==> config.mk <==
export PLATFORM = sky130hd
export DESIGN_NAME = proximity_beep_alarm_top
export DESIGN_NICKNAME = d
export VERILOG_FILES = /design/src/rtl/core/pba_pkg.sv /design/src/rtl/core/pba_band.sv /design/src/rtl/core/pba_dwell.sv /design/src/rtl/core/pba_beep.sv /design/src/rtl/core/proximity_beep_alarm_top.sv
export SDC_FILE = /design/constraint.sdc
export NUM_CORES = 1
export LEC_CHECK = 0
export ABC_AREA = 1
export BUFFER_PORTS_ARGS = -buffer_cell sky130_fd_sc_hd__buf_2
export CAP_MARGIN = 20
export CORE_ASPECT_RATIO = 1.2
export CORE_MARGIN = 1.5
export CORE_UTILIZATION = 24
export DETAILED_ROUTE_END_ITERATION = 12
export PLACE_DENSITY = 0.35
export SLEW_MARGIN = 25
export SYNTH_ARGS = -nofsm -noshare
export SYNTH_HDL_FRONTEND = slang
export SYNTH_SLANG_ARGS = --single-unit
==> constraint.sdc <==
create_clock -name aclk -period 9.72 [get_ports aclk]
set_clock_uncertainty 0.05 [all_clocks]
set_input_delay 1.458 -clock aclk [delete_from_list [all_inputs] [get_ports aclk]]
set_output_delay 1.458 -clock aclk [all_outputs]
set_load 0.03 [all_outputs]
==> src/rtl/core/pba_pkg.sv <==
// Shared types, codes and constants for the proximity beep alarm.
`timescale 1ns / 1ps

package pba_pkg;

    localparam int TIME_W   = 32;
    localparam int DIST_W   = 17;
    localparam int GAP_W    = 16;
    localparam int BAND_W   = 2;
    localparam int PHASE_W  = 2;
    localparam int CFG_IDX_W = 3;
    localparam int CFG_DATA_W = 17;

    localparam int S_TDATA_W = 56;   // 32 + 17 = 49 bits, padded to 7 bytes
    localparam int M_TDATA_W = 8;    // 1 + 1 + 2 = 4 bits, padded to 1 byte

    localparam logic [GAP_W-1:0] BEEP_ON_MS = 16'd100;

    // band codes
    localparam logic [BAND_W-1:0] BAND_NONE = 2'd0;
    localparam logic [BAND_W-1:0] BAND_FAR  = 2'd1;
    localparam logic [BAND_W-1:0] BAND_MID  = 2'd2;
    localparam logic [BAND_W-1:0] BAND_NEAR = 2'd3;

    // beep sequencer phases
    localparam logic [PHASE_W-1:0] PH_IDLE = 2'd0;
    localparam logic [PHASE_W-1:0] PH_ON   = 2'd1;
    localparam logic [PHASE_W-1:0] PH_OFF  = 2'd2;

    // configuration register indexes
    localparam logic [CFG_IDX_W-1:0] REG_NEAR_LIMIT = 3'd0;
    localparam logic [CFG_IDX_W-1:0] REG_MID_LIMIT  = 3'd1;
    localparam logic [CFG_IDX_W-1:0] REG_FAR_LIMIT  = 3'd2;
    localparam logic [CFG_IDX_W-1:0] REG_NEAR_GAP   = 3'd3;
    localparam logic [CFG_IDX_W-1:0] REG_MID_GAP    = 3'd4;
    localparam logic [CFG_IDX_W-1:0] REG_FAR_GAP    = 3'd5;
    localparam logic [CFG_IDX_W-1:0] REG_DWELL      = 3'd6;

    // configuration reset values
    localparam logic [DIST_W-1:0] NEAR_LIMIT_RST = 17'd200;
    localparam logic [DIST_W-1:0] MID_LIMIT_RST  = 17'd400;
    localparam logic [DIST_W-1:0] FAR_LIMIT_RST  = 17'd600;
    localparam logic [GAP_W-1:0]  NEAR_GAP_RST   = 16'd250;
    localparam logic [GAP_W-1:0]  MID_GAP_RST    = 16'd500;
    localparam logic [GAP_W-1:0]  FAR_GAP_RST    = 16'd1000;
    localparam logic [GAP_W-1:0]  DWELL_RST      = 16'd5000;

    typedef struct packed {
        logic [DIST_W-1:0] near_limit;
        logic [DIST_W-1:0] mid_limit;
        logic [DIST_W-1:0] far_limit;
        logic [GAP_W-1:0]  near_gap_ms;
        logic [GAP_W-1:0]  mid_gap_ms;
        logic [GAP_W-1:0]  far_gap_ms;
    } band_cfg_t;

    typedef struct packed {
        logic [BAND_W-1:0] band;
        logic [GAP_W-1:0]  gap_ms;
    } band_info_t;

endpackage

==> src/rtl/core/pba_band.sv <==
// Distance band classifier: picks the band and its beep gap.
`timescale 1ns / 1ps

module pba_band (
    input  logic [pba_pkg::DIST_W-1:0] distance_x10,
    input  pba_pkg::band_cfg_t         cfg,
    output pba_pkg::band_info_t        info
);

    always_comb begin
        priority if (distance_x10 < cfg.near_limit) begin
            info.band   = pba_pkg::BAND_NEAR;
            info.gap_ms = cfg.near_gap_ms;
        end else if (distance_x10 < cfg.mid_limit) begin
            info.band   = pba_pkg::BAND_MID;
            info.gap_ms = cfg.mid_gap_ms;
        end else if (distance_x10 < cfg.far_limit) begin
            info.band   = pba_pkg::BAND_FAR;
            info.gap_ms = cfg.far_gap_ms;
        end else begin
            info.band   = pba_pkg::BAND_NONE;
            info.gap_ms = '0;
        end
    end

endmodule

==> src/rtl/core/pba_dwell.sv <==
// Near-band dwell timer with one-shot retreat pulse.
`timescale 1ns / 1ps

module pba_dwell (
    input  logic                        aclk,
    input  logic                        aresetn,
    input  logic                        step,
    input  logic [pba_pkg::TIME_W-1:0]  time_ms,
    input  logic [pba_pkg::BAND_W-1:0]  band,
    input  logic [pba_pkg::GAP_W-1:0]   danger_dwell_ms,
    output logic                        retreat_pulse
);

    logic                       active_reg, active_next;
    logic                       done_reg, done_next;
    logic [pba_pkg::TIME_W-1:0] start_reg, start_next;
    logic [pba_pkg::TIME_W-1:0] elapsed;

    always_comb begin
        active_next   = active_reg;
        done_next     = done_reg;
        start_next    = start_reg;
        retreat_pulse = 1'b0;
        elapsed       = '0;
        if (band == pba_pkg::BAND_NEAR) begin
            if (!active_reg) begin
                active_next = 1'b1;
                start_next  = time_ms;
                done_next   = 1'b0;
            end
            // modulo 2^32 elapsed time
            elapsed = time_ms - start_next;
            if (!done_next && (elapsed >= {16'd0, danger_dwell_ms})) begin
                done_next     = 1'b1;
                retreat_pulse = 1'b1;
            end
        end else begin
            active_next = 1'b0;
            done_next   = 1'b0;
        end
    end

    always_ff @(posedge aclk) begin
        if (!aresetn) begin
            active_reg <= 1'b0;
            done_reg   <= 1'b0;
            start_reg  <= '0;
        end else if (step) begin
            active_reg <= active_next;
            done_reg   <= done_next;
            start_reg  <= start_next;
        end
    end

endmodule

==> src/rtl/core/pba_beep.sv <==
// Beep sequencer: idle, on and off phases driving the tone enable.
`timescale 1ns / 1ps

module pba_beep (
    input  logic                        aclk,
    input  logic                        aresetn,
    input  logic                        step,
    input  logic [pba_pkg::TIME_W-1:0]  time_ms,
    input  pba_pkg::band_info_t         info,
    output logic                        tone_enable
);

    logic                          tone_reg, tone_next;
    logic                          loop_reg, loop_next;
    logic [pba_pkg::PHASE_W-1:0]   phase_reg, phase_next;
    logic [pba_pkg::TIME_W-1:0]    event_reg, event_next;

    always_comb begin
        tone_next  = tone_reg;
        loop_next  = loop_reg;
        phase_next = phase_reg;
        event_next = event_reg;
        if (info.band == pba_pkg::BAND_NONE) begin
            if (loop_reg) begin
                tone_next  = 1'b0;
                phase_next = pba_pkg::PH_IDLE;
                loop_next  = 1'b0;
            end
        end else if (!loop_reg) begin
            // arm only; first beep starts on the following word
            loop_next  = 1'b1;
            phase_next = pba_pkg::PH_IDLE;
            event_next = time_ms;
        end else if (time_ms >= event_reg) begin
            if (phase_reg == pba_pkg::PH_ON) begin
                tone_next  = 1'b0;
                phase_next = pba_pkg::PH_OFF;
                event_next = time_ms + {16'd0, info.gap_ms};
            end else begin
                // idle, off and the unused code all start a beep
                tone_next  = 1'b1;
                phase_next = pba_pkg::PH_ON;
                event_next = time_ms + {16'd0, pba_pkg::BEEP_ON_MS};
            end
        end
    end

    assign tone_enable = tone_next;

    always_ff @(posedge aclk) begin
        if (!aresetn) begin
            tone_reg  <= 1'b0;
            loop_reg  <= 1'b0;
            phase_reg <= pba_pkg::PH_IDLE;
            event_reg <= '0;
        end else if (step) begin
            tone_reg  <= tone_next;
            loop_reg  <= loop_next;
            phase_reg <= phase_next;
            event_reg <= event_next;
        end
    end

endmodule

==> src/rtl/core/proximity_beep_alarm_top.sv <==
// Top level of the proximity beep alarm: config registers, input and result registers.
`timescale 1ns / 1ps

// One measurement word per clock in, one result word per clock out. The word
// lands in an input register, then the band compare, dwell subtract/compare
// and event-time add/compare run in a single pass into the result register,
// where the sequencer and dwell state also update. While a result waits on
// m_tready the input register can still take one word, then s_tready stays
// low until the result drains. Full throughput holds whenever the sink keeps
// up. Configuration writes take effect on the next word processed.
module proximity_beep_alarm_top (
    input  logic                               aclk,
    input  logic                               aresetn,
    // configuration
    input  logic                               cfg_we,
    input  logic [pba_pkg::CFG_IDX_W-1:0]      cfg_index,
    input  logic [pba_pkg::CFG_DATA_W-1:0]     cfg_data,
    // measurement stream
    input  logic                               s_tvalid,
    output logic                               s_tready,
    input  logic [pba_pkg::S_TDATA_W-1:0]      s_tdata,  // [31:0] time_ms, [48:32] distance_x10
    // result stream
    output logic                               m_tvalid,
    input  logic                               m_tready,
    output logic [pba_pkg::M_TDATA_W-1:0]      m_tdata   // [0] tone_enable, [1] retreat_pulse,
                                                         // [3:2] band
);

    pba_pkg::band_cfg_t              band_cfg_reg;
    logic [pba_pkg::GAP_W-1:0]       dwell_reg;

    logic                            in_valid_reg;
    logic [pba_pkg::TIME_W-1:0]      time_reg;
    logic [pba_pkg::DIST_W-1:0]      dist_reg;

    logic                            out_valid_reg;
    logic                            tone_reg;
    logic                            pulse_reg;
    logic [pba_pkg::BAND_W-1:0]      band_reg;

    logic                            step;
    pba_pkg::band_info_t             info;
    logic                            tone_enable;
    logic                            retreat_pulse;

    // configuration writes
    always_ff @(posedge aclk) begin
        if (!aresetn) begin
            band_cfg_reg.near_limit  <= pba_pkg::NEAR_LIMIT_RST;
            band_cfg_reg.mid_limit   <= pba_pkg::MID_LIMIT_RST;
            band_cfg_reg.far_limit   <= pba_pkg::FAR_LIMIT_RST;
            band_cfg_reg.near_gap_ms <= pba_pkg::NEAR_GAP_RST;
            band_cfg_reg.mid_gap_ms  <= pba_pkg::MID_GAP_RST;
            band_cfg_reg.far_gap_ms  <= pba_pkg::FAR_GAP_RST;
            dwell_reg                <= pba_pkg::DWELL_RST;
        end else if (cfg_we) begin
            unique case (cfg_index)
                pba_pkg::REG_NEAR_LIMIT: band_cfg_reg.near_limit  <= cfg_data;
                pba_pkg::REG_MID_LIMIT:  band_cfg_reg.mid_limit   <= cfg_data;
                pba_pkg::REG_FAR_LIMIT:  band_cfg_reg.far_limit   <= cfg_data;
                pba_pkg::REG_NEAR_GAP:   band_cfg_reg.near_gap_ms <= cfg_data[pba_pkg::GAP_W-1:0];
                pba_pkg::REG_MID_GAP:    band_cfg_reg.mid_gap_ms  <= cfg_data[pba_pkg::GAP_W-1:0];
                pba_pkg::REG_FAR_GAP:    band_cfg_reg.far_gap_ms  <= cfg_data[pba_pkg::GAP_W-1:0];
                pba_pkg::REG_DWELL:      dwell_reg                <= cfg_data[pba_pkg::GAP_W-1:0];
                default: ;
            endcase
        end
    end

    // a held word moves on when the result register is free or being drained
    assign step     = in_valid_reg && (!out_valid_reg || m_tready);
    assign s_tready = !in_valid_reg || step;

    always_ff @(posedge aclk) begin
        if (!aresetn) begin
            in_valid_reg <= 1'b0;
        end else if (s_tready) begin
            in_valid_reg <= s_tvalid;
        end
    end

    always_ff @(posedge aclk) begin
        if (s_tready && s_tvalid) begin
            time_reg <= s_tdata[pba_pkg::TIME_W-1:0];
            dist_reg <= s_tdata[pba_pkg::TIME_W+pba_pkg::DIST_W-1:pba_pkg::TIME_W];
        end
    end

    pba_band u_band (
        .distance_x10 (dist_reg),
        .cfg          (band_cfg_reg),
        .info         (info)
    );

    pba_dwell u_dwell (
        .aclk            (aclk),
        .aresetn         (aresetn),
        .step            (step),
        .time_ms         (time_reg),
        .band            (info.band),
        .danger_dwell_ms (dwell_reg),
        .retreat_pulse   (retreat_pulse)
    );

    pba_beep u_beep (
        .aclk        (aclk),
        .aresetn     (aresetn),
        .step        (step),
        .time_ms     (time_reg),
        .info        (info),
        .tone_enable (tone_enable)
    );

    always_ff @(posedge aclk) begin
        if (!aresetn) begin
            out_valid_reg <= 1'b0;
        end else if (step) begin
            out_valid_reg <= 1'b1;
        end else if (m_tready) begin
            out_valid_reg <= 1'b0;
        end
    end

    always_ff @(posedge aclk) begin
        if (step) begin
            tone_reg  <= tone_enable;
            pulse_reg <= retreat_pulse;
            band_reg  <= info.band;
        end
    end

    assign m_tvalid = out_valid_reg;
    assign m_tdata  = {4'd0, band_reg, pulse_reg, tone_reg};

endmodule

======== Yosys cells after proc, flatten, opt, wreduce, memory -nomap -nowiden ========
Index checks and enable logic that the tools add are counted.
storage, ports and cells
  output and inout bits ................... 10
  bits of input ports ..................... 81
  register bits ........................... 240
cells by class
  add/sub/neg operators ................... 3
  order comparisons ....................... 5
  equality and inequality tests ........... 11
  reduce and logical (&&, ||, !) cells .... 21
  mux-type cells .......................... 27
  bitwise gates (word level) .............. 1
operator list
  operator               number
  $mux 32                5
  $lt 17x17->1           3
  $mux 18                2
  $add 32x16->32         1
  $add 32x7->32 const B  1
  $ge 32x16->1           1
  $ge 32x32->1           1
  $sub 32x32->32         1
  $mux 17                1
  $reduce_and 2->1       8
  $mux 1                 14
  $mux 2                 5
  $eq 3x3->1 const B     3
  $eq 3x2->1 const B     2
  $reduce_and 3->1       2
  $eq 3x1->1 const B     1
  $logic_and 1x1->1      3
  $logic_not 1->1        3
  $logic_not 3->1        1
  $ne 3x3->1 const B     1
  $eq 2x1->1 const B     1
  $eq 2x2->1 const B     1
  $logic_not 2->1        1
  $logic_or 1x1->1       2
  other kinds (4)        4

======== Depth between registers and ports, before layout ========
Gate-level depths: netlist of run 1.
  depth after elaboration ................. 11
  gate-level depth with buffers ........... 30
  mapped depth without buffers ............ 29

======== Cells and area by module ========
A second synthesis of run 1 with hierarchy kept.
second synthesis, totals
  cells, all modules ...................... 2,613
  area, all modules ....................... 16,983.8 µm²
by module, submodules not included
  module                    instances  area each (µm²)  seq. area each (µm²)  cells each
  proximity_beep_alarm_top  1          6,208.5          3,933.8               696
  pba_dwell                 1          4,513.1          680.7                 848
  pba_beep                  1          4,282.9          720.7                 708
  pba_band                  1          1,979.4          0.0                   361

======== Worst setup path before layout of run 1 ========
No wires, ideal clock.
  kind .................................... register to register
  start point ............................. reg dist_reg[16] (netlist name)
  end point ............................... reg u_beep.event_reg[22] (netlist name)
  path buffers ............................ 1
  slack ................................... 6,118 ps
  required time ........................... 9,555 ps
  clock period less this slack ............ 3,602 ps
  cell stages (with the launch flop) ...... 22
  arrival time ............................ 3,437 ps
  cells stage by stage .................... edfxtp_1 -> ha_1 -> nand4_1 -> nor2_1 -> nand3_1 -> nand3_4 -> buf_1 -> a31oi_1 -> ha_1 -> fa_1 -> nand3_1 -> nand2_1 -> a21oi_1 -> or2_1 -> nand2_1 -> nand3_1 -> nand2_1 -> nand2_1 -> o21ai_1 -> or2_0 -> a21oi_1 -> nor2_1
between the ends
  word-level cells in the longest chain between the ends .. 8
ends and longest elaborated chain
  element                 RTL line                        text
  from (decl)             proximity_beep_alarm_top.sv:34  logic [pba_pkg::DIST_W-1:0] dist_reg;
  from (signal assigned)  proximity_beep_alarm_top.sv:85  dist_reg <= s_tdata[pba_pkg::TIME_W+pba_pkg::DIST_W-1:pba_pkg::TIME_W];
  $lt 17x17->1            pba_band.sv:17                  end else if (distance_x10 < cfg.far_limit) begin
  $mux 17                 pba_band.sv:17
  $mux 18                 pba_band.sv:14                  end else if (distance_x10 < cfg.mid_limit) begin
  $mux 18 *               pba_band.sv:11                  priority if (distance_x10 < cfg.near_limit) begin
  $add 32x16->32          pba_beep.sv:38                  event_next = time_ms + {16'd0, info.gap_ms};
  $mux 32                 pba_beep.sv:35                  if (phase_reg == pba_pkg::PH_ON) begin
  $mux 32                 pba_beep.sv:34                  end else if (time_ms >= event_reg) begin
  $mux 32                 pba_beep.sv:29                  end else if (!loop_reg) begin
  to (signal assigned)    pba_beep.sv:60                  event_reg <= event_next;
  to (decl)               pba_beep.sv:16                  logic [pba_pkg::TIME_W-1:0] event_reg, event_next;
Mark *: on every way between the ends. The rest lies on a longest branch, timed or not. The select of a mux whose other input is x is not followed.
A chain may end at the register's enable or synchronous reset.

======== Worst setup path after layout of run 1 ========
  start point ............................. reg dist_reg[14] (netlist name)
  end point ............................... reg u_beep.event_reg[22] (netlist name)
Same word-level chain as after synthesis.

==> results of run 1 <==
-- cells by family (layout without fill, tap and decap cells) --
logic type / after synthesis / count (layout) / share of synthesized area, %
AO/OA/AOI/OAI: 436 / 436 / 15.0
XOR/XNOR: 29 / 29 / 1.63
adder cells (fa/ha/maj): 146 / 146 / 11.8
buffers and inverters: 426 / 508 / 10.7
flip-flops: 240 / 240 / 34.2
other: 1 / 4 / 0.0241
AND/OR/NAND/NOR: 1021 / 1021 / 26.7
-- worst register-to-register path, delay by kind of cell, from the launching register on --
kind / cells / cell delay (ns)
and+or+nand+nor: 15 / 1.72
AOI/OAI and AO/OA: 6 / 1.16
adders and majority gates: 2 / 0.68
buffers and inverters: 2 / 0.59
DFF: 1 / 0.49
-- layer usage --
metal | wire length [µm] | part of all wire (%) | up-vias | GRT usage [%]
li1 | - | - | 7555 | -
met5 | 34 | 0.063 | - | 0
met2 | 25900 | 48 | 223 | 29.2
met4 | 1570 | 2.9 | 6 | 5.59
met1 | 24300 | 45 | 6635 | 20.1
met3 | 1810 | 3.4 | 71 | 2.10
-- per-stage QoR --
stage	setup slack [ns]	power, mW
after floorplan	6.12	1.61
after global placement	4.79	1.82
after detailed placement	4.80	1.83
after CTS	4.76	3.10
after global routing	4.37	3.24
final	4.89	3.03
-- cell type report --
type | instances | area, µm² | area share, %
repair buffers | 93 | 503 | 2.81
multi-input cells | 1636 | 8610 | 48.1
clock inverters | 15 | 126 | 0.705
well taps | 832 | 1040 | 5.81
clock buffers | 47 | 972 | 5.43
flip-flops and latches | 240 | 5340 | 29.8
inverters | 353 | 1330 | 7.40
-- cells in the mapped netlist, types with 4 or more instances --
master    number
nand2_1      628
inv_1        350
nor2_1       224
dfxtp_1      187
a21oi_1      185
o21ai_0      162
ha_1         144
nand3_1       94
edfxtp_1      53
clkbuf_1      49
nor3_1        29
o21ai_1       25
xor2_1        23
o211ai_1      22
nand4_1       20
a31oi_1       18
a21o_1         7
buf_1          7
buf_2          6
buf_4          6
xnor2_1        6
nor3_2         5
buf_6          4
nand3b_1       4
-- path summary, 6_finish.rpt --
check | from | to | slack [ns]
setup reg to reg | dist_reg[14] | u_beep.event_reg[22] | 4.89
hold reg to reg | u_dwell.start_reg[12] | u_dwell.start_reg[12] | 0.39
setup / recovery | dist_reg[14] | u_beep.event_reg[22] | 4.89
hold / removal | u_dwell.start_reg[12] | u_dwell.start_reg[12] | 0.39
-- power breakdown --
group          switching, mW  internal, mW  leakage (nW)
sequential            0.0433          1.07          2.04
combinational          0.455         0.227          5.69
clock                  0.501         0.731         0.535
-- placed cells by master (no fill, tap or decap), drive strengths merged, types with 20 or more instances in the layout --
| cell type | synthesis | routed |
|---|---|---|
| inv | 352 | 353 |
| nor3 | 34 | 34 |
| nand3 | 98 | 98 |
| o21ai | 188 | 188 |
| xor2 | 23 | 23 |
| nand4 | 20 | 20 |
| clkbuf | 50 | 47 |
| nand2 | 630 | 630 |
| ha | 144 | 144 |
| a21oi | 186 | 186 |
| buf | 23 | 93 |
| o211ai | 22 | 22 |
| nor2 | 227 | 227 |
| edfxtp | 53 | 53 |
| dfxtp | 187 | 187 |
==> out/qor.yml, run 1 <==
outcome: "complete, no violations"
cts_tree: "done"
critPathTopFamily: "simple AND/OR/NAND/NOR gates"
ant_nets: 0
cts_made_buffers: 34
initial_core_util_pct: 24.2
gp_congestion: 0.835
final_util_pct: 27.9
grt_max_degree: 66
crit_top_cell: "nand2_1"
yosys.area.top_type: "dfxtp_1"
synth_edf_count: 53
slew_headroom_pct: 35.5
hpwl_um: 39500
vias_per_cell: 4.51
die_area_um2: 66500
ys_top_cells_by_area: "dfxtp_1, nand2_1, ha_1"
dpl.cell_count: 3154
setup_violations: 0
max-vdd-ir-drop_mv: 0.115
grt_overflow: 0
rsz0062_at_grt: "no"
crit_fanout: 16
grt_pass1_vias: 14200
synthFlopType: "dfxtp_1"
crit_path_top_delay_cell: "inv_1"
power_density_nw_per_um2: 169
core_um2: 64300
fin_setup_tns_ns: 0
nets: 2585
fin_crit_sh_pct: 49.7
post_cts_buffers: 0
placed_cell_area_um2: 16800
cap_viol_max_count: 0
drc_errors: 0
cts_hold_buffers: 0
rr_worst_depth: 25
cts-resized-gates: 0
clockBufferDepth: 3
worst_pin_slew_ns: 0.965
yosysTopAreaCellShare_pct: 24.0
cts-htree-levels: 2
die_height_um: 282
drive_above_1_share_pct: 7.01
synth_seq_cells: 240
slowest_delay_ns: 0.56
async_flop_share_pct: 0
drt_pass1_iterations: 5
worst_skew_pair.late_latency_ns: 0.55
required_ns: 10.10
worst_setup_path_start_kind: "flip-flop"
fillCellCount: 7249
num_rows: 102
fin_cells: 3216
endpoint_kind: "flip-flop"
via_count: 14500
antenna_cells: 0
grt_pass1_wl_um: 83000
postSynthCellCount: 2299
syn_area_um2: 15600
die_w_um: 236
hold_viol_final: 0
wl_per_cell_um: 16.7
critPathKind: "flip-flop to flip-flop"
largest_reg_flops: 99
first_iter_violations: 726
synthToLayoutAreaGrowth_pct: 15.0
final_area_um2: 17900
p_leak_nw: 8.27
period_needed_ns: 4.83
io_pins: 91
arrival_ns: 5.21
hold_path.class: "flip-flop to flip-flop"
avgSynthCellArea_um2: 6.78
maxSlewViolCount: 0
ys_seq_area_share_pct: 34.2
path_clk_slew_ns: 0.06
cp_num_cells: 25
max_freq_mhz: 207
yosys_warnings: 0
synth_cell_types: 50
routed_wl_um: 53600
grt.total_usage_pct: 16.3
cts.sinks: 240
hold_ws_ns: 0.393
hold_depth: 2
critPathBufInv: 2
root_buffer: "clkbuf_16"
antenna_found_initial: 3
portBuffers: 79
Note: power is estimated with default switching activity, not from simulation.
==> run 2: changes to the inputs <==
--- a/config.mk
+++ b/config.mk
@@ -5,14 +5,14 @@
 export SDC_FILE = /design/constraint.sdc
 export NUM_CORES = 1
 export LEC_CHECK = 0
-export ABC_AREA = 1
+export ABC_AREA = 0
 export BUFFER_PORTS_ARGS = -buffer_cell sky130_fd_sc_hd__buf_2
 export CAP_MARGIN = 20
 export CORE_ASPECT_RATIO = 1.2
 export CORE_MARGIN = 1.5
 export CORE_UTILIZATION = 24
 export DETAILED_ROUTE_END_ITERATION = 12
-export PLACE_DENSITY = 0.35
+export PLACE_DENSITY = 0.37
 export SLEW_MARGIN = 25
 export SYNTH_ARGS = -nofsm -noshare
 export SYNTH_HDL_FRONTEND = slang
==> constraint.sdc (replaced) <==
create_clock -name aclk -period 4.01 [get_ports aclk]
set_clock_uncertainty 0.05 [all_clocks]
set_input_delay 0.6015 -clock aclk [delete_from_list [all_inputs] [get_ports aclk]]
set_output_delay 0.6015 -clock aclk [all_outputs]
set_load 0.03 [all_outputs]
==> run 2 against run 1 <==
The run now ends with setup timing left. Sequential power up 140%. Clock power up 150%. Count of clock-buffer cells in the layout down 4. Non-clock buffer count up 237. Sequential cell count unchanged. Wire length down 0.72%. Final cell count down 9.4%. Largest cell class unchanged. Largest power group unchanged. Highest routed layer unchanged.
==> out/qor.yml, run 2 <==
die_area_um2: 64700  # was 66,500 µm²
synth_edf_count: 53  # unchanged
final_cell_mix: "nand2_1, buf_4, dfxtp_1"  # was nand2_1, inv_1, nor2_1
wl_per_cell_um: 18.2  # was 16.7 µm
endpoint_kind: "flip-flop"  # unchanged
grt_overflow: 0  # unchanged
die_w_um: 233  # was 236 µm
first_iter_violations: 618  # was 726
cts_made_buffers: 31  # was 34
avgSynthCellArea_um2: 8.41  # was 6.78 µm²
worst_skew_pair.late_latency_ns: 0.59  # was 0.55 ns
drive_above_1_share_pct: 26.9  # was 7.01%
slowest_delay_ns: 0.45  # was 0.56 ns
grt_max_degree: 65  # was 66
yosys.area.top_type: "dfxtp_1"  # unchanged
layout_commonest_cell: "nand2_1"  # unchanged
synth_cell_types: 88  # was 50
largest_reg_flops: 99  # unchanged
drc_errors: 0  # unchanged
hold_depth: 1  # was 2
yosys_warnings: 0  # unchanged
placed_cell_area_um2: 18000  # was 16,800 µm²
p_sw_share_pct: 29.8  # was 33.0%
ant_nets: 0  # unchanged
io_pins: 91  # unchanged
num_rows: 100  # was 102
async_flop_share_pct: 0  # unchanged
grt.total_usage_pct: 16.3  # about the same
cts.sinks: 240  # unchanged
ff2ff_setup_slack_ns: -0.52  # was 4.89 ns
synth_seq_cells: 240  # unchanged
nets: 2299  # was 2,585
pre_cts_ws_ns: -0.763  # was 4.80 ns
grt_pass1_vias: 13800  # was 14,200
syn_area_um2: 15200  # was 15,600 µm²
portBuffers: 79  # unchanged
worst_pin_slew_ns: 1.04  # was 0.965 ns
p_clk_share_pct: 39.9  # was 40.7%
slew_headroom_pct: 30.5  # was 35.5%
gp_congestion: 0.828  # was 0.835
cp_cell_sequence: "buf_6 -> ha_4 -> nand4_1 -> nor2_2 -> o31ai_2 -> a21oi_2 -> o21ai_2 -> and2_4 -> buf_6 -> a22oi_2 -> o21ai_2 -> ha_2 -> fa_2 -> a21oi_4 -> o21ai_4 -> a2111oi_4 -> o31ai_4 -> a2111oi_4 -> buf_4 -> or3_4 -> nor2_4 -> xnor2_2 -> a21oi_1"
setup_violations: 29  # was 0
crit_end: "u_beep.event_reg[22]"  # unchanged
rr_worst_depth: 23  # was 25
critPathTopFamily: "compound AO/OA/AOI/OAI gates"  # was simple AND/OR/NAND/NOR gates
required_ns: 4.47  # was 10.10 ns
cts_hold_buffers: 0  # unchanged
postSynthCellCount: 1804  # was 2,299
p_leak_nw: 8.35  # was 8.27 nW
violations: "setup timing"
critPathKind: "flip-flop to flip-flop"  # unchanged
ys_top_cells_by_area: "dfxtp_1, ha_1, edfxtp_1"  # was dfxtp_1, nand2_1, ha_1
intPower_mw: 5.36  # was 2.03 mW
cts_tree: "done"  # unchanged
hpwl_um: 39200  # was 39,500 µm
initial_core_util_pct: 24.4  # was 24.2%
crit_path_start: "dist_reg[8]"  # was dist_reg[14]
clockBufferDepth: 3  # unchanged
root_buffer: "clkbuf_16"  # unchanged
p_seq_share_pct: 34.9  # was 36.9%
fin_crit_sh_pct: 113  # was 49.7%
synthToLayoutAreaGrowth_pct: 35.2  # was 15.0%
cap_viol_max_count: 0  # unchanged
drt_pass1_iterations: 5  # unchanged
arrival_ns: 5.00  # was 5.21 ns
antenna_found_initial: 8  # was 3
power_density_nw_per_um2: 372  # was 169 nW/µm²
max_freq_mhz: 221  # was 207 MHz
yosysTopAreaCellShare_pct: 24.7  # was 24.0%
p_switching_mw: 2.27  # was 1.00 mW
vias_per_cell: 4.72  # was 4.51
cp_num_cells: 23  # was 25
grt_pass1_wl_um: 81500  # was 83,000 µm
hold_viol_final: 0  # unchanged
outcome: "finished with violations"  # was complete, no violations
core_um2: 62300  # was 64,300 µm²
hold_path.class: "input pin to flip-flop"  # was flip-flop to flip-flop
final_area_um2: 20500  # was 17,900 µm²
rsz0062_at_grt: "yes"  # was no
path_clk_slew_ns: 0.06  # about the same
crit_path_top_delay_cell: "a2111oi_4"  # was inv_1
synth_common_cells: "nand2_1, dfxtp_1, ha_1"  # was nand2_1, inv_1, nor2_1
fin_setup_tns_ns: -10.15  # was 0 ns
period_needed_ns: 4.53  # was 4.83 ns
via_count: 13700  # was 14,500
fin_ws_ns: -0.525  # was 4.89 ns
max-vdd-ir-drop_mv: 0.321  # was 0.115 mV
crit_fanout: 5  # was 16
yosysMostFrequentCell: "nand2_1"  # unchanged
ys_seq_area_share_pct: 35.2  # was 34.2%
p_comb_share_pct: 25.2  # was 22.5%
r2r_end: "u_beep.event_reg[22]"  # unchanged
worst_setup_path_start_kind: "flip-flop"  # unchanged
worstReg2RegStart: "dist_reg[8]"  # was dist_reg[14]
cts-htree-levels: 1  # was 2
maxSlewViolCount: 0  # unchanged
routed_wl_um: 53200  # was 53,600 µm
synthFlopType: "dfxtp_1"  # unchanged
die_height_um: 278  # was 282 µm
critPathBufInv: 3  # was 2
==> run 2: what timing repair did <==
item,CTS,global route
pin swaps,95,67
hold endpoints to repair,0,0
buffers inserted,27,15
gates cloned,1,0
gates resized for setup,138,71
endpoints found under the setup margin,30,31
==> run 2: cell type report <==
type                       instances  area (µm²)
clock inverter                    14         183
clock buffer                      43         935
sequential                       240        5340
antenna                            2        5.00
inverter                         118         443
fill                            6569       41800
multi-input combinational       1351       10000
timing repair buffer             330        2540
tap                              816        1020
==> run 2: power by group through the flow <==
stage                     logic (mW)  clock network [mW]  registers, mW
final                           1.92                3.04           2.66
after detailed placement        1.64                   0           2.71
after global placement          1.64                   0           2.71
after CTS                       1.84                3.15           2.66
after global routing            2.12                3.23           2.68
after floorplan                0.986                   0           2.69
==> run 2: worst min path at each step <==
stage | to | slack (ns) | start
floorplan | u_beep.event_reg[7] | 0.38 | u_beep.event_reg[7]
global placement | u_beep.event_reg[7] | 0.39 | u_beep.event_reg[7]
detailed placement | u_beep.event_reg[7] | 0.40 | u_beep.event_reg[7]
CTS | dist_reg[12] | 0.1 | s_tdata[44]
global route | dist_reg[12] | 0.11 | s_tdata[44]
finish | dist_reg[12] | 0.14 | s_tdata[44]
==> run 2: routing by layer <==
layer	track usage (%)	share of wire [%]	wire, µm
met1	19.8	44	23200
met2	29.6	50	26600
met3	2.60	3.9	2100
met4	3.94	2.3	1200
met5	0	0.12	64
==> run 2: through the flow <==
stage,cells,hold slack (ns),util [%],power (mW)
6_report,2914,0.137,32.9,7.63
3_5_place_dp,2817,0.402,28.9,4.35
2_1_floorplan,1807,0.378,-,3.68
5_1_grt,2914,0.108,32.9,8.03
3_3_place_gp,2817,0.395,28.9,4.35
4_1_cts,2901,0.0972,32.1,7.65
==> run 2: cell families (layout without fill, tap and decap cells) <==
group / count (synthesis) / in the layout / share of synthesized area [%]
compound gates: 497 / 497 / 23.0
xor+xnor: 46 / 46 / 2.66
fa+ha+maj: 146 / 146 / 12.1
buf+inv: 216 / 505 / 5.75
flops: 240 / 240 / 35.2
mux: 45 / 45 / 2.99
other cells: 1 / 6 / 0.0247
simple gates: 613 / 613 / 18.3
